$ cat src/rtl/bra_pkg.sv
// Shared constants, codes and a helper function for the bitmap run allocator.
package bra_pkg;

    localparam int MAP_BITS  = 1024;
    localparam int WORD_BITS = 32;
    localparam int MAP_WORDS = (MAP_BITS + WORD_BITS - 1) / WORD_BITS;
    localparam int WORD_AW   = $clog2(MAP_WORDS);
    localparam int BIT_W     = $clog2(WORD_BITS);
    localparam int IDX_W     = 10;
    localparam int LEN_W     = 11;
    localparam int FUNC_W    = 2;
    localparam int STAT_W    = 2;
    localparam int IN_W      = FUNC_W + IDX_W + LEN_W + 1;
    localparam int IN_TW     = ((IN_W + 7) / 8) * 8;
    localparam int OUT_W     = STAT_W + IDX_W;
    localparam int OUT_TW    = ((OUT_W + 7) / 8) * 8;

    typedef logic [WORD_BITS-1:0] t_word;
    typedef logic [WORD_AW-1:0]   t_waddr;

    typedef enum logic [FUNC_W-1:0] {
        FN_FIND  = 2'd0,
        FN_CHECK = 2'd1,
        FN_WRITE = 2'd2,
        FN_NOP   = 2'd3
    } t_func;

    typedef enum logic [STAT_W-1:0] {
        ST_OK      = 2'd0,
        ST_MISS    = 2'd1,
        ST_BLOCKED = 2'd2,
        ST_RSVD    = 2'd3
    } t_status;

    // lowest set bit position of a word
    function automatic logic [BIT_W-1:0] ffs(input t_word w);
        logic [BIT_W-1:0] pos;
        pos = '0;
        for (int i = WORD_BITS - 1; i >= 0; i--) begin
            if (w[i]) begin
                pos = BIT_W'(i);
            end
        end
        return pos;
    endfunction

endpackage

$ cat src/rtl/bra_map_ram.sv
// Bitmap word store: one write port, one registered read port, per-word valid bits.
module bra_map_ram (
    input  logic            i_clk,
    input  logic            i_rst_n,
    input  bra_pkg::t_waddr i_rd_addr,
    output bra_pkg::t_word  o_rd_data,
    input  logic            i_wr_en,
    input  bra_pkg::t_waddr i_wr_addr,
    input  bra_pkg::t_word  i_wr_data
);
    import bra_pkg::*;

    t_word                r_mem [MAP_WORDS];
    logic [MAP_WORDS-1:0] r_vld;
    t_word                r_rd_data;
    logic                 r_rd_vld;

    always_ff @(posedge i_clk) begin
        if (i_wr_en) begin
            r_mem[i_wr_addr] <= i_wr_data;
        end
        r_rd_data <= r_mem[i_rd_addr];
    end

    always_ff @(posedge i_clk) begin
        if (!i_rst_n) begin
            r_vld    <= '0;
            r_rd_vld <= 1'b0;
        end else begin
            r_rd_vld <= r_vld[i_rd_addr];
            if (i_wr_en) begin
                r_vld[i_wr_addr] <= 1'b1;
            end
        end
    end

    // never-written words read as free
    assign o_rd_data = r_rd_vld ? r_rd_data : '0;

endmodule

$ cat src/rtl/bitmap_run_allocator.sv
// Bitmap run allocator top level: request sequencer, map memory and output register.
// Sequence: an accepted request scans its range one 32-bit word per cycle (1..32 words),
//   ending at the first hit or the last word, then its result goes to the output
//   register once free; refused and empty-run requests skip the scan. A new request
//   waits until the last result is registered. Writes are read-modify-write per word.
// Reset: map reads as all free at once (per-word valid bits), map_length returns to 1024.
module bitmap_run_allocator (
    input  logic                       i_clk,
    input  logic                       i_rst_n,
    input  logic                       i_cfg_valid,
    output logic                       o_cfg_ready,
    input  logic [bra_pkg::LEN_W-1:0]  i_cfg_data,   // map_length
    input  logic                       s_axis_tvalid,
    output logic                       s_axis_tready,
    // func[1:0], start_bit[11:2], run_length[22:12], bit_value[23]
    input  logic [bra_pkg::IN_TW-1:0]  s_axis_tdata,
    output logic                       m_axis_tvalid,
    input  logic                       m_axis_tready,
    // status[1:0], bit_index[11:2], zero fill above
    output logic [bra_pkg::OUT_TW-1:0] m_axis_tdata
);
    import bra_pkg::*;

    typedef enum logic [2:0] {
        S_IDLE = 3'b001,
        S_SCAN = 3'b010,
        S_OUT  = 3'b100
    } t_state;

    t_state             r_state, n_state;
    logic [LEN_W-1:0]   r_map_len;
    t_func              r_func, n_func;
    logic               r_val, n_val;
    logic [IDX_W-1:0]   r_lo, n_lo;
    logic [IDX_W-1:0]   r_hi_last, n_hi_last;
    t_waddr             r_cur_w, n_cur_w;
    t_status            r_res_status, n_res_status;
    logic [IDX_W-1:0]   r_res_idx, n_res_idx;
    logic               r_o_valid, n_o_valid;
    t_status            r_o_status, n_o_status;
    logic [IDX_W-1:0]   r_o_idx, n_o_idx;

    t_func              in_func;
    logic [IDX_W-1:0]   in_start;
    logic [LEN_W-1:0]   in_run;
    logic               in_val;
    logic [LEN_W-1:0]   eff_len;
    logic [LEN_W:0]     in_end;
    logic               in_ok;
    logic               in_scan;
    logic [LEN_W-1:0]   in_hi;
    logic [LEN_W-1:0]   in_hi_last;

    t_waddr             rd_addr;
    t_word              rd_data;
    logic               wr_en;
    t_word              wr_data;
    t_word              mask;
    t_word              hits;
    logic               sought;
    logic               accept;

    assign in_func  = t_func'(s_axis_tdata[FUNC_W-1:0]);
    assign in_start = s_axis_tdata[FUNC_W +: IDX_W];
    assign in_run   = s_axis_tdata[FUNC_W+IDX_W +: LEN_W];
    assign in_val   = s_axis_tdata[FUNC_W+IDX_W+LEN_W];

    assign eff_len  = (r_map_len > LEN_W'(MAP_BITS)) ? LEN_W'(MAP_BITS) : r_map_len;
    assign in_end   = {2'b00, in_start} + {1'b0, in_run};

    always_comb begin
        in_ok = 1'b0;
        in_hi = eff_len;
        case (in_func)
            FN_FIND: begin
                in_ok = {1'b0, in_start} < eff_len;
            end
            FN_CHECK, FN_WRITE: begin
                in_ok = in_end < {1'b0, eff_len};
                in_hi = in_end[LEN_W-1:0];
            end
            default: begin
                in_ok = 1'b0;
            end
        endcase
    end

    assign in_scan    = in_ok && ((in_func == FN_FIND) || (in_run != '0));
    assign in_hi_last = in_hi - LEN_W'(1);

    assign accept        = s_axis_tvalid && s_axis_tready;
    assign s_axis_tready = (r_state == S_IDLE);
    assign o_cfg_ready   = 1'b1;

    // word masks for the range [lo, hi_last]
    always_comb begin
        mask = '1;
        if (r_cur_w == r_lo[IDX_W-1:BIT_W]) begin
            mask = mask & (t_word'('1) << r_lo[BIT_W-1:0]);
        end
        if (r_cur_w == r_hi_last[IDX_W-1:BIT_W]) begin
            mask = mask & (t_word'('1) >> (~r_hi_last[BIT_W-1:0]));
        end
    end

    assign sought  = (r_func == FN_CHECK) ? ~r_val : r_val;
    assign hits    = (sought ? rd_data : ~rd_data) & mask;
    assign wr_data = r_val ? (rd_data | mask) : (rd_data & ~mask);
    assign wr_en   = (r_state == S_SCAN) && (r_func == FN_WRITE);

    always_comb begin
        rd_addr = r_cur_w;
        case (r_state)
            S_IDLE:  rd_addr = in_start[IDX_W-1:BIT_W];
            S_SCAN:  rd_addr = r_cur_w + t_waddr'(1);
            default: rd_addr = r_cur_w;
        endcase
    end

    always_comb begin
        n_state      = r_state;
        n_func       = r_func;
        n_val        = r_val;
        n_lo         = r_lo;
        n_hi_last    = r_hi_last;
        n_cur_w      = r_cur_w;
        n_res_status = r_res_status;
        n_res_idx    = r_res_idx;
        n_o_valid    = r_o_valid && !m_axis_tready;
        n_o_status   = r_o_status;
        n_o_idx      = r_o_idx;
        case (r_state)
            S_IDLE: begin
                if (accept) begin
                    n_func       = in_func;
                    n_val        = in_val;
                    n_lo         = in_start;
                    n_hi_last    = in_hi_last[IDX_W-1:0];
                    n_cur_w      = in_start[IDX_W-1:BIT_W];
                    n_res_idx    = '0;
                    n_res_status = in_ok ? ST_OK : ST_MISS;
                    n_state      = in_scan ? S_SCAN : S_OUT;
                end
            end
            S_SCAN: begin
                if ((r_func != FN_WRITE) && (hits != '0)) begin
                    n_res_status = (r_func == FN_FIND) ? ST_OK : ST_BLOCKED;
                    n_res_idx    = {r_cur_w, ffs(hits)};
                    n_state      = S_OUT;
                end else if (r_cur_w == r_hi_last[IDX_W-1:BIT_W]) begin
                    n_res_status = (r_func == FN_FIND) ? ST_MISS : ST_OK;
                    n_res_idx    = '0;
                    n_state      = S_OUT;
                end else begin
                    n_cur_w = r_cur_w + t_waddr'(1);
                end
            end
            S_OUT: begin
                if (!r_o_valid || m_axis_tready) begin
                    n_o_valid  = 1'b1;
                    n_o_status = r_res_status;
                    n_o_idx    = r_res_idx;
                    n_state    = S_IDLE;
                end
            end
            default: begin
                n_state = S_IDLE;
            end
        endcase
    end

    always_ff @(posedge i_clk) begin
        if (!i_rst_n) begin
            r_state   <= S_IDLE;
            r_o_valid <= 1'b0;
            r_map_len <= LEN_W'(MAP_BITS);
        end else begin
            r_state   <= n_state;
            r_o_valid <= n_o_valid;
            if (i_cfg_valid && o_cfg_ready) begin
                r_map_len <= i_cfg_data;
            end
        end
    end

    always_ff @(posedge i_clk) begin
        r_func       <= n_func;
        r_val        <= n_val;
        r_lo         <= n_lo;
        r_hi_last    <= n_hi_last;
        r_cur_w      <= n_cur_w;
        r_res_status <= n_res_status;
        r_res_idx    <= n_res_idx;
        r_o_status   <= n_o_status;
        r_o_idx      <= n_o_idx;
    end

    bra_map_ram u_map (
        .i_clk     (i_clk),
        .i_rst_n   (i_rst_n),
        .i_rd_addr (rd_addr),
        .o_rd_data (rd_data),
        .i_wr_en   (wr_en),
        .i_wr_addr (r_cur_w),
        .i_wr_data (wr_data)
    );

    assign m_axis_tvalid = r_o_valid;
    assign m_axis_tdata  = {{(OUT_TW-OUT_W){1'b0}}, r_o_idx, r_o_status};

    a_scan_in_range: assert property (@(posedge i_clk) disable iff (!i_rst_n)
        (r_state == S_SCAN) |-> (r_cur_w <= r_hi_last[IDX_W-1:BIT_W]))
        else $error("scan word past end of range");

    a_accept_leaves_idle: assert property (@(posedge i_clk) disable iff (!i_rst_n)
        accept |=> (r_state == S_SCAN) || (r_state == S_OUT))
        else $error("accepted request did not start");

    a_result_from_out: assert property (@(posedge i_clk) disable iff (!i_rst_n)
        $rose(m_axis_tvalid) |-> $past(r_state == S_OUT))
        else $error("result presented without completion");

    a_miss_zero_index: assert property (@(posedge i_clk) disable iff (!i_rst_n)
        (m_axis_tvalid && (r_o_status == ST_MISS)) |-> (r_o_idx == '0))
        else $error("miss result with nonzero index");

    a_write_only_write: assert property (@(posedge i_clk) disable iff (!i_rst_n)
        wr_en |-> (r_func == FN_WRITE) && (r_state == S_SCAN))
        else $error("map written outside a write request");

endmodule
$ cat config.mk
export PLATFORM = sky130hd
export DESIGN_NAME = bitmap_run_allocator
export DESIGN_NICKNAME = d
export VERILOG_FILES = /design/src/rtl/bra_pkg.sv /design/src/rtl/bra_map_ram.sv /design/src/rtl/bitmap_run_allocator.sv
export SDC_FILE = /design/constraint.sdc
export NUM_CORES = 2
export LEC_CHECK = 0
export BUFFER_PORTS_ARGS = -buffer_cell sky130_fd_sc_hd__buf_2
export CAP_MARGIN = 10
export CORE_ASPECT_RATIO = 0.75
export CORE_MARGIN = 2
export CORE_UTILIZATION = 50
export CTS_CLUSTER_SIZE = 28
export DETAILED_ROUTE_END_ITERATION = 12
export HOLD_SLACK_MARGIN = 0.15
export PLACE_DENSITY = 0.66
export SLEW_MARGIN = 20
export SYNTH_ARGS = -nofsm -noshare
export SYNTH_HDL_FRONTEND = slang
export SYNTH_SLANG_ARGS = --single-unit
$ cat constraint.sdc
create_clock -name i_clk -period 9.61 [get_ports i_clk]
set_input_delay 0.4805 -clock i_clk [delete_from_list [all_inputs] [get_ports i_clk]]
set_output_delay 0.4805 -clock i_clk [all_outputs]
set_load 0.02 [all_outputs]
==> impl_results.md <==
* Row cnt at slightly below 100
* Synth warn at 0
* Final Hold Fails at 0
* Seq pwr share at 0.484
* DIE AREA at about 97000 µm²
* First-pass GRT wire length at between 150000 and 200000 µm
* Finish-stage setup viols at 0
* Wire per inst at 30.3 µm
* Top cell types by occurrence after synthesis: 1076 x edfxtp_1, 280 x nor2_1, 264 x mux4_2
* Type of origin of the critical path: register
* Post-synth top area share at 0.683
* Critical path class: reg2reg
* Clk buf depth at 3
* Layout cells sized above 1 at 0.210
* Comb pwr share at 0.175
* Yosys top cell by area: edfxtp_1
* Finished Layout Cells at 4195
* # resized after CTS at 0
* Core footprint at 93600 µm²
* Placed insts at 3970
* Die Width at 359 µm
* Via count at between 20000 and 30000
* Minimum clock period at about 4700 ps
* GRT Util Overall at 0.262
* Crit-path max FO at 100
* EDFF count, synth at 1076
* TritonCTS Sinks at 1156
* Outcome: complete, no violations
* P_int at 0.00884 W
* MaxCap Viol Count at 0
* Final Cycle Share at 0.489
* GRT overflow at 0
* Initial antenna violation count at 1
* Number of global-route vias before repair at 25826
* Pleak at 17.0 nW
* PwrDens at 228 nW/µm²
* Number of CTS-inserted buffers at 107
* Top_reg_cell synth: edfxtp_1
* Clock latency on the worst-skew pair at 720 ps
* Peak supply drop at ~0.18 mV
* Worst Hold Slack at 211 ps
* Worst slew pin tran at 1150 ps
* Worst Hold Class: in2reg
* Drt pass-1 iters at 6
* P_sw at 0.00327 W
* Post-route ant nets at 0
* Final antenna diode count at 0
* Hold Buf Count CTS at 24
* Sw frac at 0.270
* Setup TNS Final at 0 ps
* Area grow syn2layout at 12.1%
* RSZ-0062 raised after global routing: false
* Mapped cell area at roughly 47000 µm²
* CTS tree: yes
* Crit path required time at 10140 ps
* Post-Syn Instances at 2771
* Worst slew margin at 0.231
* Root Buffer: clkbuf_16
* Async set or reset register ratio after synthesis at 0
* Synth unique cells at 83
* Synth area leaders: edfxtp_1 68%, mux4_2 13%, dfxtp_1 3.4%
* Clock power frac at 0.341
* Critical path arrival at about 5200 ps
* I/O Buffers at 53
* Worst setup EP type: register
* # IOs at 59
* Worst-path clk slew at roughly 60 ps
* Vias per inst at about 6.4
* Synth Register Bits at 1156
* Initial core utilization at 0.506
* Power Total at 0.0121 W
* Syn_area_per_cell at about 17 µm²
* Largest net degree at the start of global routing at 161
* Peak Freq at roughly 210 MHz
* Final nets at 2943
* Core Util, Final at 0.567
* Htree depth at 3
* Initial DRC Count at 3478
* Worst Clk Skew at 43.3 ps
* Die H at 270 µm
* # DRC at 0
* Post-detail-place hpwl at 68900 µm
* Post-CTS setup buffers at 0
* GP Congestion at 0.982
* Seq/Total Area, Yosys at 0.716
* Final Slew Violations at 0
* Most frequent cell after synthesis: edfxtp_1
* Final wirelength at about 130000 µm
## power groups by stage
| stage | Combinational (W) | Sequential (W) | Clock, W |
|---|---|---|---|
| finish | 0.00212 | 0.00586 | 0.00413 |
| floorplan | 0.00155 | 0.00587 | 0 |
| CTS | 0.00211 | 0.00585 | 0.00418 |
| global placement | 0.00208 | 0.00596 | 0 |
| detailed placement | 0.00210 | 0.00596 | 0 |
| global route | 0.00230 | 0.00586 | 0.00437 |
## metrics by stage
stage	instance area, µm²	setup WS [ps]
finish	53100	4910
CTS	53000	4910
global route	53100	4510
global placement	49300	4970
detailed placement	49400	4870
floorplan	47300	5970
## routing by layer
| layer | part of all wire | vias to the layer above | routed length, µm | global-route usage |
|---|---|---|---|---|
| met5 | 0 | - | 0 | 0 |
| met4 | 0.022 | 0 | 2790 | 0.0654 |
| met3 | 0.094 | 195 | 12000 | 0.0464 |
| met2 | 0.44 | 1357 | 56400 | 0.381 |
| met1 | 0.44 | 14000 | 55800 | 0.412 |
| li1 | - | 11112 | - | - |
## state kept, by name (all words and copies together), names as in the netlist, 3 cells and up
register,count
r_o_idx,10
r_hi_last,10
r_lo,10
r_map_len,11
r_cur_w,5
u_map.r_vld,32
r_state,3
u_map.r_rd_data,32
r_res_idx,10
u_map.r_mem,1024
## layout by cell type, fill, tap and decap left out, types with 17 or more instances in the layout
cell type      Yosys  layout
and2_1            23      23
nand3_1           97      97
clkbuf_1          90      34
o21ai_1           22      33
clkinv_2           0      17
nor2_1           280     248
buf_2             33      53
o21ai_0           90      71
o211ai_1          40      40
buf_4             13      64
clkbuf_16          0     110
nand2_1          221     220
xnor2_1           49      49
ha_1              36      36
nor2_4             0      32
inv_1             18      18
dlygate4sd3_1      0      24
clkinv_1           0      17
a21oi_1           48      48
dfxtp_1           80      80
nor3_1            18      18
edfxtp_1        1076    1076
mux4_2           264     264
o21a_1            37      37
## cell type report
type / instances / area [µm²]
fill: 7098 / 40500
sequential: 1156 / 33900
multi-input combinational: 1437 / 13100
clock buffer: 152 / 2990
tap: 1237 / 1550
timing repair buffer: 145 / 1070
clock inverter: 49 / 423
inverter: 19 / 71.3
## path summary, 6_finish.rpt
| kind | slack, ps | cells past startpoint | to | from |
|---|---|---|---|---|
| worst max-delay path | 4910 | 10 | u_map.r_rd_data[21] | r_state[2] |
| worst min-delay path | 210 | 1 | r_lo[8] | s_axis_tdata[10] |
| worst max register to register | 4910 | 10 | u_map.r_rd_data[21] | r_state[2] |
| worst min register to register | 420 | 0 | r_o_status[0] | r_res_status[0] |
## critical path, cell delays in order (launching register included)
cell	delay, ps
dfxtp_1	510
or3b_1	520
nand2_1	320
o22ai_4	410
buf_4	710
buf_12	630
mux4_2	600
nor2_1	100
nor2_1	60
o21ai_0	240
o21ai_0	180
## cells by family (layout without fill, tap and decap cells)
group                      after synthesis  in the layout  synth area share
AOI/OAI and AO/OA                      334            334            0.0462
adders and majority gates               37             37           0.00994
DFF                                   1156           1156             0.716
other                                    2              5          0.000159
and+or+nand+nor                        710            710            0.0658
buffers and inverters                  181            365            0.0167
xor gates and xnor gates                64             64            0.0140
muxes                                  287            287             0.131
Note: power is estimated with default switching activity, not from simulation.
